`src/rtl/esc_pkg.sv`:
```
// Shared constants, types and the CRC-8 step function of the ESC telemetry poller.
`timescale 1ns / 1ps

package esc_pkg;

  localparam int MOTOR_COUNT = 4;
  localparam int FRAME_LEN   = 10;

  localparam int MOTOR_W = (MOTOR_COUNT > 1) ? $clog2(MOTOR_COUNT) : 1;
  localparam int CNT_W   = $clog2(FRAME_LEN + 1);
  localparam int IDX_W   = $clog2(FRAME_LEN);

  localparam int TIME_W  = 32;
  localparam int CFG_W   = 16;
  localparam int CFG_IDX_W = 1;
  localparam int MASK_W  = 4;
  localparam int ERPM_W  = 21;

  localparam logic [CFG_IDX_W-1:0] CFG_RESPONSE_TIMEOUT = 1'd0;
  localparam logic [CFG_IDX_W-1:0] CFG_GAP_TIME         = 1'd1;

  localparam logic [CFG_W-1:0] RESPONSE_TIMEOUT_RST = 16'd500;
  localparam logic [CFG_W-1:0] GAP_TIME_RST         = 16'd100;

  localparam logic [7:0] CRC_POLY = 8'h07;

  // raw * 100 / 6 == raw * 50 / 3, done as raw * (50 * ceil(2^25 / 3)) >> 25.
  localparam int          ERPM_MUL_W = 30;
  localparam int          ERPM_SHIFT = 25;
  localparam logic [ERPM_MUL_W-1:0] ERPM_MUL = 30'd559240550;

  typedef enum logic {
    REQ_TICK = 1'b0,
    REQ_BYTE = 1'b1
  } req_type_e;

  typedef enum logic [1:0] {
    PH_REQUEST = 2'd0,
    PH_WAIT    = 2'd1,
    PH_ADVANCE = 2'd2,
    PH_GAP     = 2'd3
  } phase_e;

  typedef logic [FRAME_LEN-1:0][7:0] frame_t;

  typedef struct packed {
    logic       clear;
    logic       store;
    logic [7:0] data;
  } rx_ctrl_t;

  typedef struct packed {
    logic       frame_ready;
    logic       crc_ok;
    frame_t     bytes;
  } rx_status_t;

  typedef struct packed {
    logic [MASK_W-1:0] request_mask;
    logic              frame_done;
    logic              crc_error;
    logic              timed_out;
    logic [1:0]        motor_index;
    logic [7:0]        temperature;
    logic [15:0]       voltage_centivolts;
    logic [15:0]       current_centiamps;
    logic [15:0]       consumption;
    logic [ERPM_W-1:0] erpm;
  } result_t;

  function automatic logic [7:0] crc8_step(logic [7:0] crc, logic [7:0] data);
    logic [7:0] v;
    v = crc ^ data;
    for (int k = 0; k < 8; k++) begin
      v = v[7] ? ({v[6:0], 1'b0} ^ CRC_POLY) : {v[6:0], 1'b0};
    end
    return v;
  endfunction

endpackage

```
`src/rtl/esc_if.sv`:
```
// Valid/ready channel interfaces for input items and result items.
`timescale 1ns / 1ps

interface esc_in_if;
  logic                       valid;
  logic                       ready;
  logic                       req_type;
  logic [esc_pkg::TIME_W-1:0] now;
  logic [7:0]                 rx_byte;

  modport source(output valid, req_type, now, rx_byte, input ready);
  modport sink(input valid, req_type, now, rx_byte, output ready);
endinterface

interface esc_out_if;
  logic                       valid;
  logic                       ready;
  logic [esc_pkg::MASK_W-1:0] request_mask;
  logic                       frame_done;
  logic                       crc_error;
  logic                       timed_out;
  logic [1:0]                 motor_index;
  logic [7:0]                 temperature;
  logic [15:0]                voltage_centivolts;
  logic [15:0]                current_centiamps;
  logic [15:0]                consumption;
  logic [esc_pkg::ERPM_W-1:0] erpm;

  modport source(output valid, request_mask, frame_done, crc_error, timed_out, motor_index,
                 temperature, voltage_centivolts, current_centiamps, consumption, erpm,
                 input ready);
  modport sink(input valid, request_mask, frame_done, crc_error, timed_out, motor_index,
               temperature, voltage_centivolts, current_centiamps, consumption, erpm,
               output ready);
endinterface

```
`src/rtl/esc_telemetry_poller.sv`:
```
// Top level of the ESC telemetry poller: input register, poll sequencer, decode, result register.
// A result passes through the input register and then the result register before it is valid.
// Throughput: one item per cycle; ready drops only while the input register holds an item and
// the result register is held by the sink.
// Reset clears the sequencer, the motor position, the request mask, the receiver and both
// configuration registers (response timeout 500, gap time 100); the frame byte store is not reset.
`timescale 1ns / 1ps

module esc_telemetry_poller (
  input  logic                          clk_i,
  input  logic                          rst_ni,
  input  logic                          cfg_we_i,
  input  logic [esc_pkg::CFG_IDX_W-1:0] cfg_idx_i,
  input  logic [esc_pkg::CFG_W-1:0]     cfg_wdata_i,
  esc_in_if.sink                        in_ch_i,
  esc_out_if.source                     out_ch_o
);

  localparam int PROD_W = 16 + esc_pkg::ERPM_MUL_W;

  logic [esc_pkg::CFG_W-1:0] timeout_q, gap_q;

  logic                       s1_valid_q;
  logic                       s1_type_q;
  logic [esc_pkg::TIME_W-1:0] s1_now_q;
  logic [7:0]                 s1_byte_q;

  logic                       res_valid_q;
  esc_pkg::result_t           res_q, res_d;

  esc_pkg::phase_e            phase_q, phase_d;
  logic [esc_pkg::MOTOR_W-1:0] motor_q, motor_d;
  logic [esc_pkg::MASK_W-1:0] req_bits_q, req_bits_d;
  logic [esc_pkg::TIME_W-1:0] last_time_q, last_time_d;

  esc_pkg::rx_ctrl_t          rx_ctrl;
  esc_pkg::rx_status_t        rx_status;

  logic                       res_load, s1_fire;
  logic [esc_pkg::TIME_W-1:0] elapsed;
  logic [1:0]                 motor_idx;
  logic [8:0][7:0]            pad;
  logic [15:0]                erpm_raw;
  logic [PROD_W-1:0]          erpm_prod;
  logic [esc_pkg::MASK_W-1:0] mask_next;

  esc_frame_rx u_frame_rx (
    .clk_i    (clk_i),
    .rst_ni   (rst_ni),
    .ctrl_i   (rx_ctrl),
    .status_o (rx_status)
  );

  for (genvar k = 0; k < 9; k++) begin : g_pad
    if (k < esc_pkg::FRAME_LEN) begin : g_byte
      assign pad[k] = rx_status.bytes[k];
    end else begin : g_zero
      assign pad[k] = '0;
    end
  end

  for (genvar j = 0; j < esc_pkg::MASK_W; j++) begin : g_mask
    if (j < esc_pkg::MOTOR_COUNT) begin : g_bit
      assign mask_next[j] = (motor_q == esc_pkg::MOTOR_W'(j));
    end else begin : g_none
      assign mask_next[j] = 1'b0;
    end
  end

  assign res_load       = !res_valid_q || out_ch_o.ready;
  assign s1_fire        = s1_valid_q && res_load;
  assign in_ch_i.ready  = !s1_valid_q || s1_fire;

  assign elapsed   = s1_now_q - last_time_q;
  assign motor_idx = 2'(motor_q);
  assign erpm_raw  = {pad[7], pad[8]};
  assign erpm_prod = PROD_W'(erpm_raw) * PROD_W'(esc_pkg::ERPM_MUL);

  always_comb begin
    phase_d     = phase_q;
    motor_d     = motor_q;
    req_bits_d  = req_bits_q;
    last_time_d = last_time_q;
    rx_ctrl     = '0;
    rx_ctrl.data = s1_byte_q;
    res_d       = '0;
    if (s1_fire) begin
      if (s1_type_q == esc_pkg::REQ_BYTE) begin
        rx_ctrl.store = (phase_q == esc_pkg::PH_WAIT);
      end else begin
        unique case (phase_q)
          esc_pkg::PH_REQUEST: begin
            req_bits_d    = mask_next;
            rx_ctrl.clear = 1'b1;
            last_time_d   = s1_now_q;
            phase_d       = esc_pkg::PH_WAIT;
          end
          esc_pkg::PH_WAIT: begin
            if (rx_status.frame_ready) begin
              res_d.motor_index = motor_idx;
              if (rx_status.crc_ok) begin
                res_d.frame_done         = 1'b1;
                res_d.temperature        = pad[0];
                res_d.voltage_centivolts = {pad[1], pad[2]};
                res_d.current_centiamps  = {pad[3], pad[4]};
                res_d.consumption        = {pad[5], pad[6]};
                res_d.erpm = erpm_prod[esc_pkg::ERPM_SHIFT +: esc_pkg::ERPM_W];
              end else begin
                res_d.crc_error = 1'b1;
              end
              phase_d = esc_pkg::PH_ADVANCE;
            end else if (elapsed > esc_pkg::TIME_W'(timeout_q)) begin
              res_d.timed_out   = 1'b1;
              res_d.motor_index = motor_idx;
              phase_d           = esc_pkg::PH_REQUEST;
            end
          end
          esc_pkg::PH_ADVANCE: begin
            if (motor_q == esc_pkg::MOTOR_W'(esc_pkg::MOTOR_COUNT - 1)) begin
              motor_d = '0;
            end else begin
              motor_d = motor_q + 1'b1;
            end
            last_time_d = s1_now_q;
            phase_d     = esc_pkg::PH_GAP;
          end
          esc_pkg::PH_GAP: begin
            if (elapsed > esc_pkg::TIME_W'(gap_q)) begin
              last_time_d = s1_now_q;
              phase_d     = esc_pkg::PH_REQUEST;
            end
          end
          default: begin
            phase_d = esc_pkg::PH_REQUEST;
          end
        endcase
      end
    end
    res_d.request_mask = req_bits_d;
  end

  always_ff @(posedge clk_i or negedge rst_ni) begin
    if (!rst_ni) begin
      timeout_q   <= esc_pkg::RESPONSE_TIMEOUT_RST;
      gap_q       <= esc_pkg::GAP_TIME_RST;
      s1_valid_q  <= 1'b0;
      res_valid_q <= 1'b0;
      phase_q     <= esc_pkg::PH_REQUEST;
      motor_q     <= '0;
      req_bits_q  <= '0;
      last_time_q <= '0;
    end else begin
      if (cfg_we_i) begin
        unique case (cfg_idx_i)
          esc_pkg::CFG_RESPONSE_TIMEOUT: timeout_q <= cfg_wdata_i;
          esc_pkg::CFG_GAP_TIME:         gap_q     <= cfg_wdata_i;
          default: ;
        endcase
      end
      if (in_ch_i.ready) begin
        s1_valid_q <= in_ch_i.valid;
      end
      if (res_load) begin
        res_valid_q <= s1_valid_q;
      end
      phase_q     <= phase_d;
      motor_q     <= motor_d;
      req_bits_q  <= req_bits_d;
      last_time_q <= last_time_d;
    end
  end

  always_ff @(posedge clk_i) begin
    if (in_ch_i.ready && in_ch_i.valid) begin
      s1_type_q <= in_ch_i.req_type;
      s1_now_q  <= in_ch_i.now;
      s1_byte_q <= in_ch_i.rx_byte;
    end
    if (s1_fire) begin
      res_q <= res_d;
    end
  end

  assign out_ch_o.valid              = res_valid_q;
  assign out_ch_o.request_mask       = res_q.request_mask;
  assign out_ch_o.frame_done         = res_q.frame_done;
  assign out_ch_o.crc_error          = res_q.crc_error;
  assign out_ch_o.timed_out          = res_q.timed_out;
  assign out_ch_o.motor_index        = res_q.motor_index;
  assign out_ch_o.temperature        = res_q.temperature;
  assign out_ch_o.voltage_centivolts = res_q.voltage_centivolts;
  assign out_ch_o.current_centiamps  = res_q.current_centiamps;
  assign out_ch_o.consumption        = res_q.consumption;
  assign out_ch_o.erpm               = res_q.erpm;

endmodule

```
`src/rtl/esc_frame_rx.sv`:
```
// Telemetry frame receiver: byte store, byte counter and running CRC-8.
`timescale 1ns / 1ps

module esc_frame_rx (
  input  logic                clk_i,
  input  logic                rst_ni,
  input  esc_pkg::rx_ctrl_t   ctrl_i,
  output esc_pkg::rx_status_t status_o
);

  logic [esc_pkg::CNT_W-1:0] cnt_q, cnt_d;
  logic                      ready_q, ready_d;
  logic [7:0]                crc_q, crc_d;
  esc_pkg::frame_t           bytes_q;
  logic                      wr_en;

  assign wr_en = ctrl_i.store && !ready_q &&
                 (cnt_q < esc_pkg::CNT_W'(esc_pkg::FRAME_LEN));

  always_comb begin
    cnt_d   = cnt_q;
    ready_d = ready_q;
    crc_d   = crc_q;
    if (ctrl_i.clear) begin
      cnt_d   = '0;
      ready_d = 1'b0;
      crc_d   = '0;
    end else if (wr_en) begin
      cnt_d = cnt_q + 1'b1;
      if (cnt_q < esc_pkg::CNT_W'(esc_pkg::FRAME_LEN - 1)) begin
        crc_d = esc_pkg::crc8_step(crc_q, ctrl_i.data);
      end
      if (cnt_q == esc_pkg::CNT_W'(esc_pkg::FRAME_LEN - 1)) begin
        ready_d = 1'b1;
      end
    end
  end

  always_ff @(posedge clk_i or negedge rst_ni) begin
    if (!rst_ni) begin
      cnt_q   <= '0;
      ready_q <= 1'b0;
      crc_q   <= '0;
    end else begin
      cnt_q   <= cnt_d;
      ready_q <= ready_d;
      crc_q   <= crc_d;
    end
  end

  always_ff @(posedge clk_i) begin
    if (wr_en && !ctrl_i.clear) begin
      bytes_q[cnt_q[esc_pkg::IDX_W-1:0]] <= ctrl_i.data;
    end
  end

  assign status_o.frame_ready = ready_q;
  assign status_o.crc_ok      = (crc_q == bytes_q[esc_pkg::FRAME_LEN-1]);
  assign status_o.bytes       = bytes_q;

endmodule

```
`src/flat_wrapper.sv`:
```
// flat-port wrapper written by rule: the top's interface ports become plain ports
module esc_telemetry_poller_flat 
  (clk_i, rst_ni, cfg_we_i, cfg_idx_i, cfg_wdata_i, in_ch_i_valid, in_ch_i_req_type, in_ch_i_now, in_ch_i_rx_byte, in_ch_i_ready, out_ch_o_valid, out_ch_o_request_mask, out_ch_o_frame_done, out_ch_o_crc_error, out_ch_o_timed_out, out_ch_o_motor_index, out_ch_o_temperature, out_ch_o_voltage_centivolts, out_ch_o_current_centiamps, out_ch_o_consumption, out_ch_o_erpm, out_ch_o_ready);
  esc_in_if in_ch_i_i ();
  esc_out_if out_ch_o_i ();
  input  logic clk_i;
  input  logic rst_ni;
  input  logic cfg_we_i;
  input  logic [esc_pkg::CFG_IDX_W-1:0] cfg_idx_i;
  input  logic [esc_pkg::CFG_W-1:0] cfg_wdata_i;
  input wire logic [$bits(in_ch_i_i.valid)-1:0] in_ch_i_valid;
  input wire logic [$bits(in_ch_i_i.req_type)-1:0] in_ch_i_req_type;
  input wire logic [$bits(in_ch_i_i.now)-1:0] in_ch_i_now;
  input wire logic [$bits(in_ch_i_i.rx_byte)-1:0] in_ch_i_rx_byte;
  output wire logic [$bits(in_ch_i_i.ready)-1:0] in_ch_i_ready;
  output wire logic [$bits(out_ch_o_i.valid)-1:0] out_ch_o_valid;
  output wire logic [$bits(out_ch_o_i.request_mask)-1:0] out_ch_o_request_mask;
  output wire logic [$bits(out_ch_o_i.frame_done)-1:0] out_ch_o_frame_done;
  output wire logic [$bits(out_ch_o_i.crc_error)-1:0] out_ch_o_crc_error;
  output wire logic [$bits(out_ch_o_i.timed_out)-1:0] out_ch_o_timed_out;
  output wire logic [$bits(out_ch_o_i.motor_index)-1:0] out_ch_o_motor_index;
  output wire logic [$bits(out_ch_o_i.temperature)-1:0] out_ch_o_temperature;
  output wire logic [$bits(out_ch_o_i.voltage_centivolts)-1:0] out_ch_o_voltage_centivolts;
  output wire logic [$bits(out_ch_o_i.current_centiamps)-1:0] out_ch_o_current_centiamps;
  output wire logic [$bits(out_ch_o_i.consumption)-1:0] out_ch_o_consumption;
  output wire logic [$bits(out_ch_o_i.erpm)-1:0] out_ch_o_erpm;
  input wire logic [$bits(out_ch_o_i.ready)-1:0] out_ch_o_ready;
  assign in_ch_i_i.valid = in_ch_i_valid;
  assign in_ch_i_i.req_type = in_ch_i_req_type;
  assign in_ch_i_i.now = in_ch_i_now;
  assign in_ch_i_i.rx_byte = in_ch_i_rx_byte;
  assign in_ch_i_ready = in_ch_i_i.ready;
  assign out_ch_o_valid = out_ch_o_i.valid;
  assign out_ch_o_request_mask = out_ch_o_i.request_mask;
  assign out_ch_o_frame_done = out_ch_o_i.frame_done;
  assign out_ch_o_crc_error = out_ch_o_i.crc_error;
  assign out_ch_o_timed_out = out_ch_o_i.timed_out;
  assign out_ch_o_motor_index = out_ch_o_i.motor_index;
  assign out_ch_o_temperature = out_ch_o_i.temperature;
  assign out_ch_o_voltage_centivolts = out_ch_o_i.voltage_centivolts;
  assign out_ch_o_current_centiamps = out_ch_o_i.current_centiamps;
  assign out_ch_o_consumption = out_ch_o_i.consumption;
  assign out_ch_o_erpm = out_ch_o_i.erpm;
  assign out_ch_o_i.ready = out_ch_o_ready;
  esc_telemetry_poller u_core (.clk_i(clk_i), .rst_ni(rst_ni), .cfg_we_i(cfg_we_i), .cfg_idx_i(cfg_idx_i), .cfg_wdata_i(cfg_wdata_i), .in_ch_i(in_ch_i_i), .out_ch_o(out_ch_o_i));
endmodule
```
`config.mk`:
```
export PLATFORM = sky130hd
export DESIGN_NAME = esc_telemetry_poller_flat
export DESIGN_NICKNAME = d
export VERILOG_FILES = /design/src/rtl/esc_pkg.sv /design/src/rtl/esc_if.sv /design/src/rtl/esc_telemetry_poller.sv /design/src/rtl/esc_frame_rx.sv /design/src/flat_wrapper.sv
export SDC_FILE = /design/constraint.sdc
export NUM_CORES = 1
export LEC_CHECK = 0
export BUFFER_PORTS_ARGS = -buffer_cell sky130_fd_sc_hd__buf_4
export CAP_MARGIN = 5
export CORE_UTILIZATION = 50
export DETAILED_ROUTE_END_ITERATION = 7
export PLACE_DENSITY = 0.69
export SYNTH_ARGS = -nofsm -noshare
export SYNTH_HDL_FRONTEND = slang
export SYNTH_HIERARCHICAL = 1
export SYNTH_SLANG_ARGS = --single-unit
```
`constraint.sdc`:
```
create_clock -name clk_i -period 8.1 [get_ports clk_i]
set_input_delay 1.215 -clock clk_i [delete_from_list [all_inputs] [get_ports clk_i]]
set_output_delay 1.215 -clock clk_i [all_outputs]
set_load 0.02 [all_outputs]
```
# After elaboration in Yosys (flattened, before gate mapping)
# Cells that the tools add are included.
totals:
  reg_bits: 294
  output_inout_bits: 88
  word_cells: 135
op_classes:
  add_sub_neg: 3
  multipliers: 1
  n_lt_le_gt_ge: 6
  n_eq_ne: 10
  mux: 37
  bitwise_logic: 14
  reduce_logical: 30
op_table:
  columns: ["cell", "count"]
  rows:
  - ["80-bit bitwise mux", 1]
  - ["32-bit by 16-bit > comparator with 1-bit output", 2]
  - ["32-bit case mux with 2 select lines", 1]
  - ["16-bit by 29-bit multiplier with 45-bit output, second input constant", 1]
  - ["8-bit demux with 4-bit select", 1]
  - ["32-bit 2-to-1 mux", 1]
  - ["8-bit 2-to-1 mux", 4]
  - ["32-bit subtractor", 1]
  - ["3-bit 2-to-1 mux", 9]
  - ["3-bit NOT", 8]
  - ["4-bit 2-to-1 mux", 5]
  - ["2-bit 2-to-1 mux", 6]
  - ["2-bit equality test, second input constant", 4]
  - ["8-bit equality test", 1]
  - ["4-bit < comparator, second input constant", 2]
  - ["1-bit 2-to-1 mux", 8]
  - ["2-bit case mux with 4 select lines", 1]
  - ["2-bit AND reduction", 4]
  - ["4-bit AND reduction", 2]
  - ["2-bit nonzero test", 4]
  - ["8-bit XOR", 1]
  - ["1-bit logical AND", 6]
  - ["3-bit OR reduction", 2]
  - ["4-bit by 5-bit < comparator with 1-bit output, second input constant", 1]
  - ["14 further kinds", 25]

# Depth between registers and ports, before layout
# Gate-level depths: netlist (run 1).
depth:
  word_depth: 20
  ltp_mapped: 25

# Hierarchy
# Netlist (run 1), hierarchy kept.
by_module_without_submodules:
  columns: ["mod", "instances", "cells_per_inst", "area_each_um2", "seq_area_each_um2"]
  rows:
  - ["esc_telemetry_poller", 1, 1621, 16689.8, 5676.7]
  - ["esc_frame_rx", 1, 194, 3505.9, 2727.6]

# Least setup slack after synthesis (run 1)
# Ideal clock, no wire load.
synth_timing:
  path_type: "reg2reg"
  startpoint: "register u_core.u_frame_rx.bytes_q (netlist bit u_core/u_frame_rx/status_o[60])"
  endpoint: "register u_core.res_q (netlist bit u_core/out_ch_o.erpm[14]) (data pin)"
  setup_time_ns: 0.261
  arrival_time_ns: 6.294
  slack_ns: 1.545
  stages_incl_launch_ff: 25
  synth_period_minus_slack_ns: 6.555
  cell_sequence: "edfxtp_1 -> ha_1 -> inv_1 -> fa_1 -> inv_1 -> fa_1 -> inv_1 -> fa_1 -> xor2_1 -> ha_1 -> inv_1 -> fa_1 -> inv_1 -> ha_1 -> clkbuf_1 -> a21oi_1 -> o211ai_1 -> o21bai_1 -> a211oi_1 -> nor3_1 -> o311ai_1 -> a21oi_1 -> o41ai_1 -> mux2i_1 -> a311o_1"
synth_between:
  elab_chain_cells: 1
synth_rtl:
  columns: ["item", "line_no", "source"]
  rows:
  - ["start, declared", "esc_frame_rx.sv:14", "esc_pkg::frame_t bytes_q;"]
  - ["start signal, assigned by index", "esc_frame_rx.sv:53", "bytes_q[cnt_q[esc_pkg::IDX_W-1:0]] <= ctrl_i.data;"]
  - ["16-bit by 29-bit multiplier with 45-bit output", "esc_telemetry_poller.sv:77", "assign erpm_prod = PROD_W'(erpm_raw) * PROD_W'(esc_pkg::ERPM_MUL);"]
  - ["end signal, assigned", "esc_telemetry_poller.sv:180", "res_q <= res_d;"]
  - ["end, declared", "esc_telemetry_poller.sv:29", "esc_pkg::result_t res_q, res_d;"]
# No other way between the ends.
# A chain may end at the register's enable or synchronous reset.

# Worst setup path after layout (run 1)
layout_timing:
  startpoint: "register u_core.u_frame_rx.bytes_q (netlist bit u_core/u_frame_rx/status_o[58])"
  endpoint: "register u_core.res_q (netlist bit u_core/out_ch_o.erpm[14]) (data pin)"
# The elaborated chain is that of the path after synthesis.

==> results of run 1 <==
## synthesized netlist by cell type (4+ instances only)
cell      instances  area [um2]
and4_1            4       35.03
a21boi_0          5       37.54
nor2_1           83       311.6
o21a_1           18       135.1
or2_2             6       37.54
o21bai_1          6       45.04
clkbuf_1         51       191.4
inv_1           269        1010
a221oi_1         22       192.7
o21ai_0          60       300.3
dfstp_2           9       236.5
nor2b_1          16       100.1
fa_1            108        2162
and3_1            5       31.28
a21oi_1          78       390.4
nand3_1          54       270.3
ha_1            226        2828
dfrtp_1          78        1952
xnor2_1          38       332.8
mux2_2           23       259.0
o21ai_1           7       35.03
xor2_1           22       192.7
or3_1             8       50.05
nand3b_1         14       105.1
a21o_1           31       232.7
a31oi_1           5       31.28
nor3b_1          25       187.7
o211ai_1         39       292.8
and2_1           59       369.1
nand4_1          54       337.8
nand2_1          66       247.7
buf_2             6       30.03
nand2b_1         15       93.84
nor3_1           17       85.08
edfxtp_1        207        6216
a211oi_1         12       90.09
buf_6             5       56.30
## power groups by stage
| stage | sequential (mW) | combinational, mW | clock [mW] |
|---|---|---|---|
| floorplan | 1.91 | 1.11 | 0 |
| global placement | 1.91 | 1.46 | 0 |
| detailed placement | 1.92 | 1.49 | 0 |
| CTS | 1.89 | 1.50 | 1.58 |
| global route | 1.91 | 1.68 | 1.63 |
| finish | 1.89 | 1.49 | 1.54 |
## flip-flops by register name, summed over array words and instances (netlist names), 2 cells and up, named ones only
name	cells
u_core/s1_byte_q	8
u_core/motor_idx	2
u_core/out_ch_o.consumption	16
u_core/req_bits_q	4
u_core/timeout_q	16
u_core/out_ch_o.current_centiamps	16
u_core/u_frame_rx/crc_q	8
u_core/last_time_q	32
u_core/out_ch_o.request_mask	4
u_core/gap_q	16
u_core/out_ch_o.temperature	8
u_core/u_frame_rx/status_o	80
u_core/s1_now_q	32
u_core/out_ch_o.motor_index	2
u_core/out_ch_o.voltage_centivolts	16
u_core/out_ch_o.erpm	21
u_core/u_frame_rx/cnt_q	4
## cell families (layout without fill, tap and decap cells)
group                      count (synthesis)  in the layout  synth area share [%]
buffers and inverters                    335            492                 6.493
xor gates and xnor gates                  67             67                 3.383
and+or+nand+nor                          435            435                 11.62
muxes                                     26             26                 1.431
adders and majority gates                334            334                 24.71
AOI/OAI and AO/OA                        324            324                 10.75
DFF                                      294            294                 41.61
## stage by stage
stage	instance area, um2	cells
2_1_floorplan	20200	1815
3_3_place_gp	21810	2439
3_5_place_dp	21810	2439
4_1_cts	22940	2497
5_1_grt	22940	2497
6_report	22940	2497
## worst max-delay path: stages, from the launching register on
cell and delay, ns:
edfxtp_1 0.50, ha_1 0.39, inv_1 0.07, fa_1 0.47, inv_1 0.10, fa_1 0.67, inv_1 0.10, fa_1 0.52
xor2_1 0.19, ha_1 0.27, inv_1 0.05, fa_1 0.52, inv_1 0.04, ha_1 0.38, a21oi_1 0.18, o211ai_1 0.12
o21bai_1 0.20, a211oi_1 0.31, nor3_1 0.19, o311ai_1 0.41, a21oi_1 0.28, o41ai_1 0.56, mux2i_1 0.17, a311o_1 0.34
## worst min-delay path by stage
stage / depth (start not counted) / to / slack (ns)
6_report: 1 / u_core/out_ch_o.valid / 0.50
3_3_place_gp: 1 / u_core/out_ch_o.valid / 0.47
5_1_grt: 1 / u_core/req_bits_q[2] / 0.53
3_5_place_dp: 1 / u_core/out_ch_o.valid / 0.49
2_1_floorplan: 1 / u_core/out_ch_o.valid / 0.45
4_1_cts: 1 / u_core/req_bits_q[3] / 0.51
## layout make-up
type	count	area [um2]
fill	3372	16880
multi-input combinational	1186	10500
sequential	294	8407
timing repair buffer	164	1231
inverter	270	1013
clock buffer	33	783.3
tap	525	656.9
clock inverter	25	347.8
## layer usage
metal	global-route usage [%]	vias to the layer above	wire length [um]
li1	-	6646	-
met1	27.83	6613	18890
met2	35.56	299	20670
met3	2.681	62	1685
met4	5.693	0	962
met5	0	-	0
==> impl_metrics.env, run 1 <==
export IMPL_outcome="finished clean"
export IMPL_grt_max_degree=93
export IMPL_hold_slack_ns=0.5012
export IMPL_grt_use_total_pct=20.81
export IMPL_intPower_mw=3.344
export IMPL_slew_violations=0
export IMPL_syn2layout_area_growth_pct=13.58
export IMPL_ys_seq_area_share_pct=41.61
export IMPL_crit_path_end="u_core/out_ch_o.erpm[14]"
export IMPL_synth_seq_cells=294
export IMPL_min_path_type="flip-flop to flip-flop"
export IMPL_postRouteAntennaNets=0
export IMPL_initial_core_util_pct=50.71
export IMPL_drive_above_1_share_pct=14.05
export IMPL_power_frac_clock_pct=31.3
export IMPL_cts_root_buf="clkbuf_16"
export IMPL_clockBufferDepth=3
export IMPL_die_x_um=203.0
export IMPL_synthCells=1815
export IMPL_tightestPinTransition_ns=1.145
export IMPL_syn_area_um2=20200
export IMPL_switching_share_pct=32.09
export IMPL_vias_per_cell=5.455
export IMPL_postSynthNetCount=2212
export IMPL_max_cap_viol_count=0
export IMPL_synth_edf_count=207
export IMPL_clkSlewWorstSetupHoldPaths_ns=0.06
export IMPL_period_needed_ns=7.302
export IMPL_finalCritPeriodShare_pct=90.14
export IMPL_cts_buffers=31
export IMPL_first_pass_iters=5
export IMPL_fmax_ghz=0.1370
export IMPL_clkLatencyLatePin_ns=0.58
export IMPL_dp_hpwl_um=31700
export IMPL_num_nets_final=2344
export IMPL_yosysWarnings=6
export IMPL_post_cts_buffers=0
export IMPL_routedWlPerCell_um=16.90
export IMPL_final_cell_mix="inv_1 (269), ha_1 (226), edfxtp_1 (207), buf_4 (164), fa_1 (108)"
export IMPL_num_antenna_cells=0
export IMPL_setup_violations=0
export IMPL_reg2reg_from="u_core/u_frame_rx/status_o[58]"
export IMPL_combPwrFrac_pct=30.4
export IMPL_rrSetupSlack_ns=0.80
export IMPL_synthArstFlopShare_pct=29.59
export IMPL_reg2reg_depth=23
export IMPL_seqPwrFrac_pct=38.3
export IMPL_vias=13620
export IMPL_crit_arrival_ns=7.63
export IMPL_drt_total_wl_um=42210
export IMPL_htreeDepth=1
export IMPL_io_buffer_count=150
export IMPL_power_per_cell_area_nw_per_um2=214.7
export IMPL_slew_headroom_pct=23.54
export IMPL_clock_skew_ns=0.01225
export IMPL_startpoint="u_core/u_frame_rx/status_o[58]"
export IMPL_drc=0
export IMPL_grt_pass1_wl_um=69020
export IMPL_switching_power_mw=1.580
export IMPL_final_core_util_pct=57.60
export IMPL_p_total_mw=4.924
export IMPL_drt_iter0_markers=582
export IMPL_r2r_end="u_core/out_ch_o.erpm[14]"
export IMPL_finalHoldViolCount=0
export IMPL_rsz0062_at_grt="false"
export IMPL_cts_sinks=294
export IMPL_crit_path_end_kind="flip-flop"
export IMPL_dieArea_um2=41200
export IMPL_antenna_found_initial=0
export IMPL_cp_max_fo=8
export IMPL_cts_tree="done"
export IMPL_hold_buffers=0
export IMPL_layout_commonest_cell="inv_1"
export IMPL_irDropWorstVdd_uv=188.9
export IMPL_dp_slack_ns=0.8047
export IMPL_core_area_um2=39820
export IMPL_worstHoldStart="u_core/s1_valid_q"
export IMPL_gp_congestion=0.8945
export IMPL_num_rows=73
export IMPL_synth_cell_types=75
export IMPL_power_leakage_nw=10.14
export IMPL_ioPinCount=151
export IMPL_grt_pass1_vias=13600
export IMPL_postCtsResizedCells=0
export IMPL_overflow=0
export IMPL_startpoint_type="flip-flop"
export IMPL_setup_slack_ns=0.7983
export IMPL_crit_required_ns=8.43
export IMPL_tns_ns=0
export IMPL_fp_dieH_um=203.0
export IMPL_avgSynthCellArea_um2=11.13
export IMPL_ys_flop_type="edfxtp_1"
export IMPL_path_class="flip-flop to flip-flop"
No activity file was read; power rests on OpenSTA's default activity.
==> run 2, diff against run 1 <==
clock period = 8.6 ns   (was 8.1 ns; I/O delays follow)
==> run 2 against run 1 <==
Effect of this change: power is 8.3% lower; core utilization is 0.30 points lower; sequential power is 6% lower; critical path type unchanged; die area stayed put; sequential cell count stayed put; critical endpoint unchanged.
==> impl_metrics.env, run 2 (synthesis results as in run 1) <==
export IMPL_syn2layout_area_growth_pct=12.98
export IMPL_vias_per_cell=5.517
export IMPL_routedWlPerCell_um=17.05
export IMPL_worstHoldStart="u_core/req_bits_q[1]"
export IMPL_place_area_um2=21810
export IMPL_io_buffer_count=150
export IMPL_htreeDepth=1
export IMPL_cts_tree="done"
export IMPL_irDropWorstVdd_uv=146.7
export IMPL_rrSetupSlack_ns=1.23
export IMPL_grt_pass1_vias=13710
export IMPL_cts_root_buf="clkbuf_16"
export IMPL_startpoint_type="flip-flop"
export IMPL_first_pass_iters=5
export IMPL_dp_cells=2439
export IMPL_drive_above_1_share_pct=13.66
export IMPL_clockBufferDepth=3
export IMPL_num_nets_final=2343
export IMPL_fmax_ghz=0.1357
export IMPL_initial_core_util_pct=50.71
export IMPL_path_class="flip-flop to flip-flop"
export IMPL_dieArea_um2=41200
export IMPL_overflow=0
export IMPL_grt_use_total_pct=21.04
export IMPL_die_x_um=203.0
export IMPL_crit_arrival_ns=7.70
export IMPL_num_rows=73
export IMPL_power_leakage_nw=10.08
export IMPL_tightestPinTransition_ns=1.213
export IMPL_hold_slack_ns=0.5012
export IMPL_final_core_util_pct=57.30
export IMPL_post_cts_buffers=0
export IMPL_layout_commonest_cell="inv_1"
export IMPL_reg2reg_from="u_core/u_frame_rx/status_o[58]"
export IMPL_core_area_um2=39820
export IMPL_period_needed_ns=7.368
export IMPL_ioPinCount=151
export IMPL_setup_violations=0
export IMPL_antenna_found_initial=0
export IMPL_grt_pass1_wl_um=69830
export IMPL_power_per_cell_area_nw_per_um2=197.8
export IMPL_slew_violations=0
export IMPL_holdPathEnd="u_core/req_bits_q[1]"
export IMPL_cts_buffers=30
export IMPL_dp_slack_ns=1.307
export IMPL_hold_path_cell_count=1
export IMPL_p_total_mw=4.514
export IMPL_clkSlewWorstSetupHoldPaths_ns=0.06
export IMPL_postRouteAntennaNets=0
export IMPL_crit_path_end_kind="flip-flop"
export IMPL_postCtsResizedCells=0
export IMPL_hold_buffers=0
export IMPL_slew_headroom_pct=18.98
export IMPL_largest_register_ffs=80
export IMPL_max_cap_viol_count=0
export IMPL_min_path_type="flip-flop to flip-flop"
export IMPL_finalCritPeriodShare_pct=85.67
export IMPL_dp_hpwl_um=31920
export IMPL_gp_congestion=0.8952
export IMPL_drc=0
export IMPL_finalHoldViolCount=0
export IMPL_cts_sinks=294
export IMPL_setup_slack_ns=1.232
export IMPL_rsz0062_at_grt="false"
export IMPL_tns_ns=0
export IMPL_finalInstanceArea_um2=22820
export IMPL_crit_required_ns=8.93
export IMPL_cp_max_fo=8
export IMPL_clkLatencyLatePin_ns=0.59
export IMPL_fp_dieH_um=203.0
export IMPL_r2r_end="u_core/out_ch_o.erpm[14]"
export IMPL_clock_skew_ns=0.01676
export IMPL_num_antenna_cells=0
export IMPL_outcome="finished clean"
export IMPL_drt_iter0_markers=660
export IMPL_grt_max_degree=92
export IMPL_nFillCells=3394
export IMPL_final_cell_mix="inv_1 (269), ha_1 (226), edfxtp_1 (207), buf_4 (164), fa_1 (108)"
export IMPL_final_instance_count_excl_fill=2494
export IMPL_reg2reg_depth=23
export IMPL_vias=13760
export IMPL_drt_total_wl_um=42530
run 2: cell count changes in the layout (fill, tap and decap cells not counted), sizes merged:
cell      change
clkinvlp      -2
inv           -5
bufinv        -3
clkinv        +7
run 2: critical path: stages, from the launching register on:
cell and delay [ns]:
edfxtp_1 0.50, ha_1 0.39, inv_1 0.07, fa_1 0.47
inv_1 0.10, fa_1 0.67, inv_1 0.10, fa_1 0.51
xor2_1 0.19, ha_1 0.28, inv_1 0.05, fa_1 0.53
inv_1 0.04, ha_1 0.38, a21oi_1 0.19, o211ai_1 0.12
o21bai_1 0.20, a211oi_1 0.34, nor3_1 0.18, o311ai_1 0.42
a21oi_1 0.28, o41ai_1 0.54, mux2i_1 0.17, a311o_1 0.34
run 2: worst max path at each step:
stage	start	slack, ns	endpoint	cells past startpoint
finish	u_core/u_frame_rx/status_o[58]	1.23	u_core/out_ch_o.erpm[14]	23
global route	u_core/u_frame_rx/status_o[58]	0.74	u_core/out_ch_o.erpm[14]	23
CTS	u_core/u_frame_rx/status_o[58]	1.26	u_core/out_ch_o.erpm[14]	23
detailed placement	u_core/u_frame_rx/status_o[58]	1.31	u_core/out_ch_o.erpm[14]	23
global placement	u_core/u_frame_rx/status_o[60]	1.55	u_core/out_ch_o.erpm[14]	23
floorplan	u_core/u_frame_rx/status_o[60]	2.05	u_core/out_ch_o.erpm[14]	24
run 2: layer usage:
metal	up-vias	global-route usage, %	routed length (um)
met4	0	6.337	1214
li1	6657	-	-
met3	68	2.488	1632
met5	-	0	0
met2	304	35.46	20550
met1	6731	28.47	19130
run 2: area by class of cell:
class	count	area (um2)	area share, %
Multi-Input combinational cell	1186	10500	46.01
Sequential cell	294	8407	36.84
Timing Repair Buffer	164	1231	5.396
Inverter	270	1013	4.442
Clock buffer	33	772.0	3.383
Tap cell	525	656.9	2.879
Clock inverter	22	237.7	1.042
run 2: where the power goes:
part / total [mW] / switching (mW) / internal, mW
clock: 1.31 / 0.546 / 0.767
combinational: 1.42 / 0.819 / 0.602
sequential: 1.78 / 0.111 / 1.67
total: 4.51 / 1.48 / 3.04
